===== config.mk =====
export PLATFORM = sky130hd
export DESIGN_NAME = single_wire_humidity_sensor_reader_top
export DESIGN_NICKNAME = d
export VERILOG_FILES = /design/src/rtl/swhsr_pkg.sv /design/src/rtl/swhsr_cfg.sv /design/src/rtl/swhsr_decode.sv /design/src/rtl/swhsr_engine.sv /design/src/rtl/single_wire_humidity_sensor_reader_top.sv
export SDC_FILE = /design/constraint.sdc
export NUM_CORES = 1
export LEC_CHECK = 0
export ABC_AREA = 1
export BUFFER_PORTS_ARGS = -buffer_cell sky130_fd_sc_hd__buf_2
export CAP_MARGIN = 20
export CELL_PAD_IN_SITES_DETAIL_PLACEMENT = 0
export CELL_PAD_IN_SITES_GLOBAL_PLACEMENT = 1
export CORE_MARGIN = 5
export CORE_UTILIZATION = 50
export DETAILED_ROUTE_END_ITERATION = 10
export PLACE_DENSITY = 0.95
export SETUP_SLACK_MARGIN = 0.4
export SYNTH_ARGS = -nofsm -noshare
export SYNTH_HDL_FRONTEND = slang
export SYNTH_SLANG_ARGS = --single-unit

===== constraint.sdc =====
create_clock -name i_clk -period 28 [get_ports i_clk]
set_clock_uncertainty 0.1 [all_clocks]
set_input_delay 5.6 -clock i_clk [delete_from_list [all_inputs] [get_ports i_clk]]
set_output_delay 5.6 -clock i_clk [all_outputs]
set_load 0.02 [all_outputs]

===== src/rtl/swhsr_pkg.sv =====
// Shared types and constants for the single-wire humidity sensor reader.
// No dependencies; used by every module under rtl/.
package swhsr_pkg;

    typedef enum logic [2:0] {
        PH_IDLE      = 3'd0,
        PH_PRE       = 3'd1,
        PH_WAKE      = 3'd2,
        PH_REL       = 3'd3,
        PH_ACK_LOW   = 3'd4,
        PH_ACK_HIGH  = 3'd5,
        PH_DATA_LOW  = 3'd6,
        PH_DATA_HIGH = 3'd7
    } t_phase;

    localparam logic [1:0] ST_OK       = 2'd0;
    localparam logic [1:0] ST_TIMEOUT  = 2'd1;
    localparam logic [1:0] ST_CHECKSUM = 2'd2;

    // register indexes (byte address = 4 * index)
    localparam logic [2:0] REG_PRE_HIGH = 3'd0;
    localparam logic [2:0] REG_WAKE_LOW = 3'd1;
    localparam logic [2:0] REG_RELEASE  = 3'd2;
    localparam logic [2:0] REG_TIMEOUT  = 3'd3;
    localparam logic [2:0] REG_LOW_ADJ  = 3'd4;

    localparam logic [17:0] RST_PRE_HIGH = 18'd250000;
    localparam logic [15:0] RST_WAKE_LOW = 16'd2000;
    localparam logic [9:0]  RST_RELEASE  = 10'd50;
    localparam logic [15:0] RST_TIMEOUT  = 16'd1200;
    localparam logic [7:0]  RST_LOW_ADJ  = 8'd9;

    localparam int unsigned FRAME_BITS = 40;

    // x / 10 == (x * 0xCCCD) >> 19 for every 16-bit x
    localparam logic [15:0] DIV10_RECIP = 16'hCCCD;
    localparam int unsigned DIV10_SHIFT = 19;

    typedef struct packed {
        logic [17:0] pre_high_ticks;
        logic [15:0] wake_low_ticks;
        logic [9:0]  release_ticks;
        logic [15:0] timeout_ticks;
        logic [7:0]  low_adjust;
    } t_cfg;

    typedef struct packed {
        logic        drive_low;
        logic        busy_res;
        logic        done_res;
        logic [1:0]  read_status;
        logic [15:0] temperature_tenths;
        logic [12:0] humidity_percent;
    } t_result;

endpackage


===== src/rtl/swhsr_cfg.sv =====
// APB-style configuration registers for the sensor reader.
// Depends on swhsr_pkg (t_cfg, register indexes, reset values).
module swhsr_cfg (
    input  logic                 i_clk,
    input  logic                 i_rst_n,
    input  logic                 psel,
    input  logic                 penable,
    input  logic                 pwrite,
    input  logic [4:0]           paddr,
    input  logic [31:0]          pwdata,
    output logic [31:0]          prdata,
    output logic                 pready,
    output swhsr_pkg::t_cfg      o_cfg
);

    swhsr_pkg::t_cfg r_cfg;
    logic [2:0]      reg_idx;
    logic            wr_en;

    assign reg_idx = paddr[4:2];
    assign wr_en   = psel && penable && pwrite;
    assign pready  = 1'b1;
    assign o_cfg   = r_cfg;

    always_ff @(posedge i_clk) begin
        if (!i_rst_n) begin
            r_cfg.pre_high_ticks <= swhsr_pkg::RST_PRE_HIGH;
            r_cfg.wake_low_ticks <= swhsr_pkg::RST_WAKE_LOW;
            r_cfg.release_ticks  <= swhsr_pkg::RST_RELEASE;
            r_cfg.timeout_ticks  <= swhsr_pkg::RST_TIMEOUT;
            r_cfg.low_adjust     <= swhsr_pkg::RST_LOW_ADJ;
        end else if (wr_en) begin
            unique case (reg_idx)
                swhsr_pkg::REG_PRE_HIGH: r_cfg.pre_high_ticks <= pwdata[17:0];
                swhsr_pkg::REG_WAKE_LOW: r_cfg.wake_low_ticks <= pwdata[15:0];
                swhsr_pkg::REG_RELEASE:  r_cfg.release_ticks  <= pwdata[9:0];
                swhsr_pkg::REG_TIMEOUT:  r_cfg.timeout_ticks  <= pwdata[15:0];
                swhsr_pkg::REG_LOW_ADJ:  r_cfg.low_adjust     <= pwdata[7:0];
                default: ;
            endcase
        end
    end

    always_comb begin
        unique case (reg_idx)
            swhsr_pkg::REG_PRE_HIGH: prdata = {14'd0, r_cfg.pre_high_ticks};
            swhsr_pkg::REG_WAKE_LOW: prdata = {16'd0, r_cfg.wake_low_ticks};
            swhsr_pkg::REG_RELEASE:  prdata = {22'd0, r_cfg.release_ticks};
            swhsr_pkg::REG_TIMEOUT:  prdata = {16'd0, r_cfg.timeout_ticks};
            swhsr_pkg::REG_LOW_ADJ:  prdata = {24'd0, r_cfg.low_adjust};
            default:                 prdata = 32'd0;
        endcase
    end

endmodule


===== src/rtl/swhsr_decode.sv =====
// Frame decode: checksum check, sign-magnitude temperature, humidity / 10.
// Depends on swhsr_pkg (divide-by-ten reciprocal).
module swhsr_decode (
    input  logic [39:0] i_frame,
    output logic        o_sum_ok,
    output logic [15:0] o_temperature,
    output logic [12:0] o_humidity
);

    logic [7:0]  b0, b1, b2, b3, b4;
    logic [7:0]  sum;
    logic [15:0] mag;
    logic [31:0] hum_prod;

    assign b0 = i_frame[39:32];
    assign b1 = i_frame[31:24];
    assign b2 = i_frame[23:16];
    assign b3 = i_frame[15:8];
    assign b4 = i_frame[7:0];

    // 8-bit sum wraps, as the sensor's checksum does
    assign sum      = b0 + b1 + b2 + b3;
    assign o_sum_ok = (sum == b4);

    assign mag           = {1'b0, b2[6:0], b3};
    assign o_temperature = b2[7] ? 16'(~mag + 16'd1) : mag;

    assign hum_prod   = {16'd0, b0, b1} * {16'd0, swhsr_pkg::DIV10_RECIP};
    assign o_humidity = hum_prod[swhsr_pkg::DIV10_SHIFT +: 13];

endmodule


===== src/rtl/swhsr_engine.sv =====
// Read sequencer: wake sequence, pulse timing, bit capture and result holds.
// Depends on swhsr_pkg and swhsr_decode.
module swhsr_engine (
    input  logic                 i_clk,
    input  logic                 i_rst_n,
    input  logic                 i_accept,
    input  logic                 i_start_req,
    input  logic                 i_line_level,
    input  swhsr_pkg::t_cfg      i_cfg,
    output swhsr_pkg::t_result   o_result
);

    swhsr_pkg::t_phase r_phase, n_phase;
    logic [17:0] r_ticks, n_ticks;
    logic [15:0] r_saved, n_saved;
    logic [5:0]  r_bit, n_bit;
    logic [39:0] r_frame, n_frame;
    logic [15:0] r_temp, n_temp;
    logic [12:0] r_hum, n_hum;
    logic [1:0]  r_status, n_status;

    logic        timed;
    logic        finish;
    logic        want;
    logic [1:0]  end_status;
    logic [15:0] low_cnt;
    logic        data_bit;
    logic [39:0] shifted;
    logic        sum_ok;
    logic [15:0] dec_temp;
    logic [12:0] dec_hum;

    // first bit of bytes one to four gets the low-count adjustment
    always_comb begin
        low_cnt = r_saved;
        if (r_bit[2:0] == 3'd0 && r_bit != 6'd0) begin
            low_cnt = (r_saved > {8'd0, i_cfg.low_adjust})
                    ? r_saved - {8'd0, i_cfg.low_adjust} : 16'd0;
        end
    end

    assign data_bit = r_ticks > {2'd0, low_cnt};
    assign shifted  = {r_frame[38:0], data_bit};

    swhsr_decode u_decode (
        .i_frame       (shifted),
        .o_sum_ok      (sum_ok),
        .o_temperature (dec_temp),
        .o_humidity    (dec_hum)
    );

    always_ff @(posedge i_clk) begin
        if (!i_rst_n) begin
            r_phase  <= swhsr_pkg::PH_IDLE;
            r_ticks  <= '0;
            r_saved  <= '0;
            r_bit    <= '0;
            r_frame  <= '0;
            r_temp   <= '0;
            r_hum    <= '0;
            r_status <= swhsr_pkg::ST_OK;
        end else if (i_accept) begin
            r_phase  <= n_phase;
            r_ticks  <= n_ticks;
            r_saved  <= n_saved;
            r_bit    <= n_bit;
            r_frame  <= n_frame;
            r_temp   <= n_temp;
            r_hum    <= n_hum;
            r_status <= n_status;
        end
    end

    always_comb begin
        n_phase    = r_phase;
        n_ticks    = r_ticks;
        n_saved    = r_saved;
        n_bit      = r_bit;
        n_frame    = r_frame;
        n_temp     = r_temp;
        n_hum      = r_hum;
        n_status   = r_status;
        timed      = 1'b0;
        finish     = 1'b0;
        want       = 1'b0;
        end_status = swhsr_pkg::ST_TIMEOUT;
        o_result   = '0;

        if (r_phase == swhsr_pkg::PH_IDLE && i_start_req) begin
            n_phase = swhsr_pkg::PH_PRE;
            n_ticks = '0;
            n_bit   = '0;
            n_frame = '0;
            n_saved = '0;
        end

        // wake sequence; a zero-length phase falls through in the same tick
        if (n_phase == swhsr_pkg::PH_PRE) begin
            if (n_ticks < i_cfg.pre_high_ticks) begin
                timed = 1'b1;
            end else begin
                n_phase = swhsr_pkg::PH_WAKE;
                n_ticks = '0;
            end
        end
        if (!timed && n_phase == swhsr_pkg::PH_WAKE) begin
            if (n_ticks < {2'd0, i_cfg.wake_low_ticks}) begin
                timed = 1'b1;
            end else begin
                n_phase = swhsr_pkg::PH_REL;
                n_ticks = '0;
            end
        end
        if (!timed && n_phase == swhsr_pkg::PH_REL) begin
            if (n_ticks < {8'd0, i_cfg.release_ticks}) begin
                timed = 1'b1;
            end else begin
                n_phase = swhsr_pkg::PH_ACK_LOW;
                n_ticks = '0;
            end
        end

        if (timed) begin
            o_result.drive_low = (n_phase == swhsr_pkg::PH_WAKE);
            n_ticks            = n_ticks + 18'd1;
        end else if (n_phase == swhsr_pkg::PH_ACK_LOW || n_phase == swhsr_pkg::PH_ACK_HIGH
                  || n_phase == swhsr_pkg::PH_DATA_LOW
                  || n_phase == swhsr_pkg::PH_DATA_HIGH) begin
            want = (n_phase == swhsr_pkg::PH_ACK_HIGH || n_phase == swhsr_pkg::PH_DATA_HIGH);
            if (i_line_level == want) begin
                n_ticks = n_ticks + 18'd1;
            end else if (n_ticks == 18'd0) begin
                finish = 1'b1;
            end else begin
                unique case (n_phase)
                    swhsr_pkg::PH_DATA_LOW: begin
                        n_saved = n_ticks[15:0];
                        n_phase = swhsr_pkg::PH_DATA_HIGH;
                    end
                    swhsr_pkg::PH_DATA_HIGH: begin
                        n_frame = shifted;
                        n_bit   = r_bit + 6'd1;
                        if (n_bit == 6'(swhsr_pkg::FRAME_BITS)) begin
                            finish = 1'b1;
                            if (sum_ok) begin
                                end_status = swhsr_pkg::ST_OK;
                                n_temp     = dec_temp;
                                n_hum      = dec_hum;
                            end else begin
                                end_status = swhsr_pkg::ST_CHECKSUM;
                            end
                        end else begin
                            n_phase = swhsr_pkg::PH_DATA_LOW;
                        end
                    end
                    swhsr_pkg::PH_ACK_LOW:  n_phase = swhsr_pkg::PH_ACK_HIGH;
                    swhsr_pkg::PH_ACK_HIGH: n_phase = swhsr_pkg::PH_DATA_LOW;
                    default: ;
                endcase
                n_ticks = 18'd1;
            end
            if (!finish && n_ticks > {2'd0, i_cfg.timeout_ticks}) begin
                finish = 1'b1;
            end
            if (finish) begin
                n_phase           = swhsr_pkg::PH_IDLE;
                n_ticks           = '0;
                n_status          = end_status;
                o_result.done_res = 1'b1;
            end
        end

        o_result.busy_res           = (n_phase != swhsr_pkg::PH_IDLE);
        o_result.read_status        = n_status;
        o_result.temperature_tenths = n_temp;
        o_result.humidity_percent   = n_hum;
    end

endmodule


===== src/rtl/single_wire_humidity_sensor_reader_top.sv =====
// Single-wire temperature/humidity sensor reader, top level.
// Depends on swhsr_pkg, swhsr_cfg, swhsr_engine (which holds swhsr_decode).
//
// Usage:
//  - Input channel (i_in_valid / o_in_ready): one transaction per sample tick,
//    carrying the start request and the sampled data line level.
//  - Output channel (o_out_valid / i_out_ready): exactly one result
//    transaction per input transaction, in order: line drive, busy, done,
//    status, and the temperature / humidity of the last good read.
//  - Latency: the result of a tick is offered the cycle after its input
//    transaction is taken. Throughput: one tick per cycle while the receiver
//    keeps taking results.
//  - The result register is the only buffer; the input is taken whenever the
//    register is empty or is being emptied in the same cycle. When the
//    receiver stalls, the result holds and o_in_ready drops until it goes.
//  - Reset (i_rst_n low, synchronous): sequencer idle, holds cleared, status
//    ok, registers at their defaults, no result pending.
//  - Configuration via the APB-style port at byte address 4 * index; write
//    only while no read is in flight and no result is pending.
//  - o_drive_low is meant for an open-drain pad: 1 pulls the line low.
module single_wire_humidity_sensor_reader_top (
    input  logic        i_clk,
    input  logic        i_rst_n,
    // input channel
    input  logic        i_in_valid,
    output logic        o_in_ready,
    input  logic        i_start_req,
    input  logic        i_line_level,
    // output channel
    output logic        o_out_valid,
    input  logic        i_out_ready,
    output logic        o_drive_low,
    output logic        o_busy_res,
    output logic        o_done_res,
    output logic [1:0]  o_read_status,
    output logic [15:0] o_temperature_tenths,
    output logic [12:0] o_humidity_percent,
    // configuration
    input  logic        psel,
    input  logic        penable,
    input  logic        pwrite,
    input  logic [4:0]  paddr,
    input  logic [31:0] pwdata,
    output logic [31:0] prdata,
    output logic        pready
);

    swhsr_pkg::t_cfg    cfg;
    swhsr_pkg::t_result step_res;
    swhsr_pkg::t_result r_out;
    logic               r_out_valid;
    logic               in_accept;

    // take a tick when the result register is free or drains this cycle
    assign o_in_ready = !r_out_valid || i_out_ready;
    assign in_accept  = i_in_valid && o_in_ready;

    swhsr_cfg u_cfg (
        .i_clk   (i_clk),
        .i_rst_n (i_rst_n),
        .psel    (psel),
        .penable (penable),
        .pwrite  (pwrite),
        .paddr   (paddr),
        .pwdata  (pwdata),
        .prdata  (prdata),
        .pready  (pready),
        .o_cfg   (cfg)
    );

    // sequencer state advances only on accepted ticks
    swhsr_engine u_engine (
        .i_clk        (i_clk),
        .i_rst_n      (i_rst_n),
        .i_accept     (in_accept),
        .i_start_req  (i_start_req),
        .i_line_level (i_line_level),
        .i_cfg        (cfg),
        .o_result     (step_res)
    );

    always_ff @(posedge i_clk) begin
        if (!i_rst_n) begin
            r_out_valid <= 1'b0;
        end else if (in_accept) begin
            r_out_valid <= 1'b1;
        end else if (i_out_ready) begin
            r_out_valid <= 1'b0;
        end
    end

    // result payload, no reset needed
    always_ff @(posedge i_clk) begin
        if (in_accept) begin
            r_out <= step_res;
        end
    end

    assign o_out_valid          = r_out_valid;
    assign o_drive_low          = r_out.drive_low;
    assign o_busy_res           = r_out.busy_res;
    assign o_done_res           = r_out.done_res;
    assign o_read_status        = r_out.read_status;
    assign o_temperature_tenths = r_out.temperature_tenths;
    assign o_humidity_percent   = r_out.humidity_percent;

endmodule


* Word level (Yosys, flattened, before mapping) *
Index checks and enable logic that the tools add are counted.

cells by class
  add/subtract/negate cells = 7
  multiply operators = 1
  order comparisons = 6
  equality and inequality tests = 15
  mux-type cells = 90
  bitwise operators = 2
  reductions and logical operators = 30

operator list
  kind                                                 count
  two-way mux 16 bit                                   16
  two-way mux 18 bit                                   14
  two-way mux 40 bit                                   6
  two-way mux 13 bit                                   7
  case mux 18 bit (5 select lines)                     1
  two-way mux 3 bit                                    13
  > comparator 18 x 16 -> 1 bit                        2
  two-way mux 6 bit                                    6
  multiplier 16 x 16 -> 32 bit, second input constant  1
  adder 8 bit                                          3
  adder 18 x 1 -> 18 bit, second input constant        1
  logical NOT 18 bit                                   1
  < comparator 18 x 10 -> 1 bit                        1
  < comparator 18 x 16 -> 1 bit                        1
  < comparator 18 bit                                  1
  two-way mux 1 bit                                    18
  adder 16 x 1 -> 16 bit, second input constant        1
  > comparator 16 x 8 -> 1 bit                         1
  two-way mux 2 bit                                    8
  NOT 15 -> 16 bit                                     1
  subtractor 16 x 8 -> 16 bit                          1
  == test 3 x 2 -> 1 bit, second input constant        5
  == test 3 bit, second input constant                 5
  case mux 3 bit (4 select lines)                      1
  15 further kinds                                     36

storage, ports and cells
  register bits = 217
  logic and storage cells = 171

* Logic depth before layout (Yosys ltp) *
  word-level depth = 27
  depth in mapped cells = 71
  depth with buffers taken out = 65

* By module *
A second synthesis with hierarchy kept.

second synthesis, totals
  cell total of the unflattened synthesis = 3027
  area, all modules = 20517.2 um2

modules (own cells, without submodules)
  module                                  instances  cells each  area an instance (um2)  sequential area each (um2)
  swhsr_engine                            1          1543        9482.8                  2262.2
  swhsr_decode                            1          909         6525.0                  0.0
  swhsr_cfg                               1          534         3437.0                  1361.3
  single_wire_humidity_sensor_reader_top  1          41          1072.3                  1041.0

* Worst setup path after synthesis *
Ideal clock, no wire load.

  path kind = input-to-reg
  start point = input port i_start_req
  end point = register r_out (netlist bit o_read_status[0]) (data pin)
  library setup time = 0.251 ns
  arrival = 13.028 ns
  data required time = 27.649 ns
  setup slack = 14.621 ns
  cell stages on the path = 69
  buffers on the path = 6
  cells stage by stage = inv_1 > nor2_1 > nand2_2 > buf_8 > inv_4 > buf_2 > nor2_1 > ha_1 > nand2_1 > nor2_1 > nand2_1 > nor2_1 > nand4_1 > o21a_1 > nand2_2 > nand2_4 > inv_2 > buf_6 > [... 33 more ...] > inv_1 > ha_1 > nand2_1 > nor2_1 > a211oi_1 > a21oi_1 > a2111oi_0 > o21ai_0 > o41ai_1 > o21ai_0 > inv_1 > nand2_1 > nor2_4 > nand2_2 > nand2_2 > nand2_1 > nand2_1 > inv_1

RTL lines
  what                    RTL line                                      RTL
  start: declaration      single_wire_humidity_sensor_reader_top.sv:27  input logic i_start_req,
  end signal: assignment  single_wire_humidity_sensor_reader_top.sv:95  r_out <= step_res;
  end: declaration        single_wire_humidity_sensor_reader_top.sv:50  swhsr_pkg::t_result r_out;

==> flow_metrics.env <==
export IMPL_status="finished, final reports clean"
export IMPL_dpl_hpwl_um=39500
export IMPL_tritoncts="built"
export IMPL_power_switching_mw=0.291
export IMPL_seq_area_um2=4660
export IMPL_ios=115
export IMPL_postRouteAntennaNets=0
export IMPL_ys_ff_latch=216
export IMPL_layout_min_cycle_time_ns=15.67
export IMPL_gp_congestion=0.933
export IMPL_antenna_found_initial=0
export IMPL_htree_levels=1
export IMPL_synth_most_common_cell="inv_1"
export IMPL_dieArea_um2=41300
export IMPL_slew_headroom=0.263
export IMPL_cp_required_ns=28.22
export IMPL_clkPwrFrac=0.395
export IMPL_crit_top_cell="nor2_1"
export IMPL_cts_clk_slew_worst_paths_ns=0.06
export IMPL_cts_buffers_inserted=27
export IMPL_postCtsHoldBufs=0
export IMPL_fmax_ghz=0.0638
export IMPL_period_share=0.560
export IMPL_fin_area_um2=20100
export IMPL_criticalPathCategory="in2reg"
export IMPL_pwr_share_comb=0.223
export IMPL_grt_max_degree=93
export IMPL_setup_violations_final=0
export IMPL_synth_top_cell_by_area="dfxtp_1"
export IMPL_diodes=0
export IMPL_hold_depth=2
export IMPL_initial_core_util=0.509
export IMPL_grt_pass1_wl_um=81900
export IMPL_drt_first_pass_iters=6
export IMPL_hold_path_class="reg2reg"
export IMPL_grt_pass1_vias=15656
export IMPL_seq_power_share=0.382
export IMPL_viasPerCell=5.44
export IMPL_cts_repair_resized=0
export IMPL_mappedNetlistArea_um2=18700
export IMPL_routedWlPerCell_um=17.2
export IMPL_portBuffers=83
export IMPL_cts_path_max_buffers=3
export IMPL_synth_cells=2464
export IMPL_worst_r2r_setup_slack_ns=16.84
export IMPL_peakVddDrop_mv=0.0424
export IMPL_core_um2=36700
export IMPL_post_route_drc_count=0
export IMPL_nFillCells=3514
export IMPL_drive_above_1_share=0.0902
export IMPL_post_cts_setup_buffers=0
export IMPL_grt_setup_unrepaired="no"
export IMPL_drtIter0Drc=1077
export IMPL_maxSlewViolCount=0
export IMPL_yosys_most_used_dff="dfxtp_1"
export IMPL_pre_cts_slack_ns=12.05
export IMPL_cp_arrival_ns=15.89
export IMPL_drv_cap=0
export IMPL_area_growth_pct=7.50
export IMPL_leakagePower_nw=10.5
export IMPL_synth_edf_count=34
export IMPL_dieWidth_um=203
export IMPL_final_util=0.547
export IMPL_yosys_warnings=0
export IMPL_fin_setup_tns_ns=0
export IMPL_cpPeakStageDelay_ns=0.46
export IMPL_clock_sinks=216
export IMPL_async_reset_ff_frac=0
export IMPL_crit_path_start_kind="input port"
export IMPL_finalNetCount=2864
export IMPL_yosys_top_cells_count="inv_1, nand2_1, ha_1"
export IMPL_whs_ns=0.366
export IMPL_dieHeight_um=203
export IMPL_overflow=0
export IMPL_p_int_mw=0.603
export IMPL_critical_path_max_fanout=26
export IMPL_placed_cell_area_um2=19200
export IMPL_r2r_cells=60
export IMPL_vias=16228
export IMPL_synthTopCellsByArea="dfxtp_1, ha_1, fa_1"
export IMPL_finalHoldViolCount=0
export IMPL_setup_slack_ns=12.33
export IMPL_p_per_area_nw_per_um2=44.5
export IMPL_finalWirelength_um=51200
export IMPL_grt_usage=0.242
export IMPL_rows=70
export IMPL_clk_latency_ns=0.56
export IMPL_worstMarginPinSlew_ns=1.10
export IMPL_avgSynthCellArea_um2=7.58
export IMPL_yosysUniqueCellTypes=68
export IMPL_root_buffer="clkbuf_16"
export IMPL_p_sw_frac=0.325
export IMPL_multi_input_area_um2=11700
export IMPL_critPathCaptureType="flip-flop"
export IMPL_cp_slowest_cell="nor2_1"
export IMPL_synth_top_area_share=0.195
export IMPL_ys_seq_area_frac=0.250
==> stage by stage <==
stage                     total power [mW]  instances
after floorplan                      0.497       2477
after global placement               0.540       2938
after detailed placement             0.544       2938
after CTS                            0.899       2985
after global routing                 0.940       2985
final                                0.894       2985
==> path summary, 6_finish.rpt <==
path | start | end
max | i_start_req | o_read_status[0]
min | u_engine.r_saved[14] | u_engine.r_saved[14]
max reg2reg | u_engine.r_phase[2] | o_read_status[0]
min reg2reg | u_engine.r_saved[14] | u_engine.r_saved[14]
==> critical path: cells and delay by family <==
family	cells	cell delay [ns]
and+or+nand+nor	34	5.13
buffers and inverters	10	1.46
adders and majority gates	5	1.51
AOI/OAI and AO/OA	13	2.10
==> cells in the final DEF (no fill, tap or decap), drive strengths merged, types with 18 or more instances in the layout <==
master and instances:
fa 96, a21oi 230, buf 92, xnor2 24
nor3 18, inv 464, ha 223, dfxtp 182
nand3 106, xor2 31, clkbuf 32, nor2 166
edfxtp 34, o211ai 24, nand4 26, o21ai 192
nand2 450
==> power groups by stage <==
stage | registers (mW) | logic (mW) | clock network (mW)
2_1_floorplan | 0.350 | 0.147 | 0
3_3_place_gp | 0.348 | 0.192 | 0
3_5_place_dp | 0.348 | 0.196 | 0
4_1_cts | 0.342 | 0.197 | 0.360
5_1_grt | 0.343 | 0.223 | 0.374
6_report | 0.342 | 0.199 | 0.353
==> cells by family after synthesis <==
family / count (synthesis) / share of synthesized area
and+or+nand+nor: 791 / 0.187
AOI/OAI and AO/OA: 519 / 0.157
other: 2 / 0.000402
DFF: 216 / 0.250
adders and majority gates: 319 / 0.252
buffers and inverters: 562 / 0.127
xor gates and xnor gates: 55 / 0.0258
==> per-layer routing <==
layer,vias to the layer above,global-route usage,wire length [µm]
met5,-,0,0
met4,0,0.0802,1870
met3,90,0.0215,2140
met2,404,0.435,25600
met1,7670,0.308,21600
li1,8064,-,-
==> sequential cells by signal, indices dropped and copies added, names as in the netlist <==
name / count
o_busy_res: 1
u_engine.r_hum: 13
u_cfg.o_cfg: 68
o_done_res: 1
u_engine.r_saved: 16
o_temperature_tenths: 16
u_engine.r_ticks: 18
u_engine.r_frame: 39
u_engine.r_status: 2
o_out_valid: 1
u_engine.r_temp: 16
o_humidity_percent: 13
o_read_status: 2
u_engine.r_bit: 6
u_engine.r_phase: 3
o_drive_low: 1
==> cell type report <==
type / count / share of cell area
Clock inverter: 15 / 0.00723
Multi-Input combinational cell: 1699 / 0.583
Timing Repair Buffer: 92 / 0.0241
Inverter: 463 / 0.0870
Sequential cell: 216 / 0.232
Tap cell: 468 / 0.0292
Clock buffer: 32 / 0.0376
(Power assumes the default switching activity.)
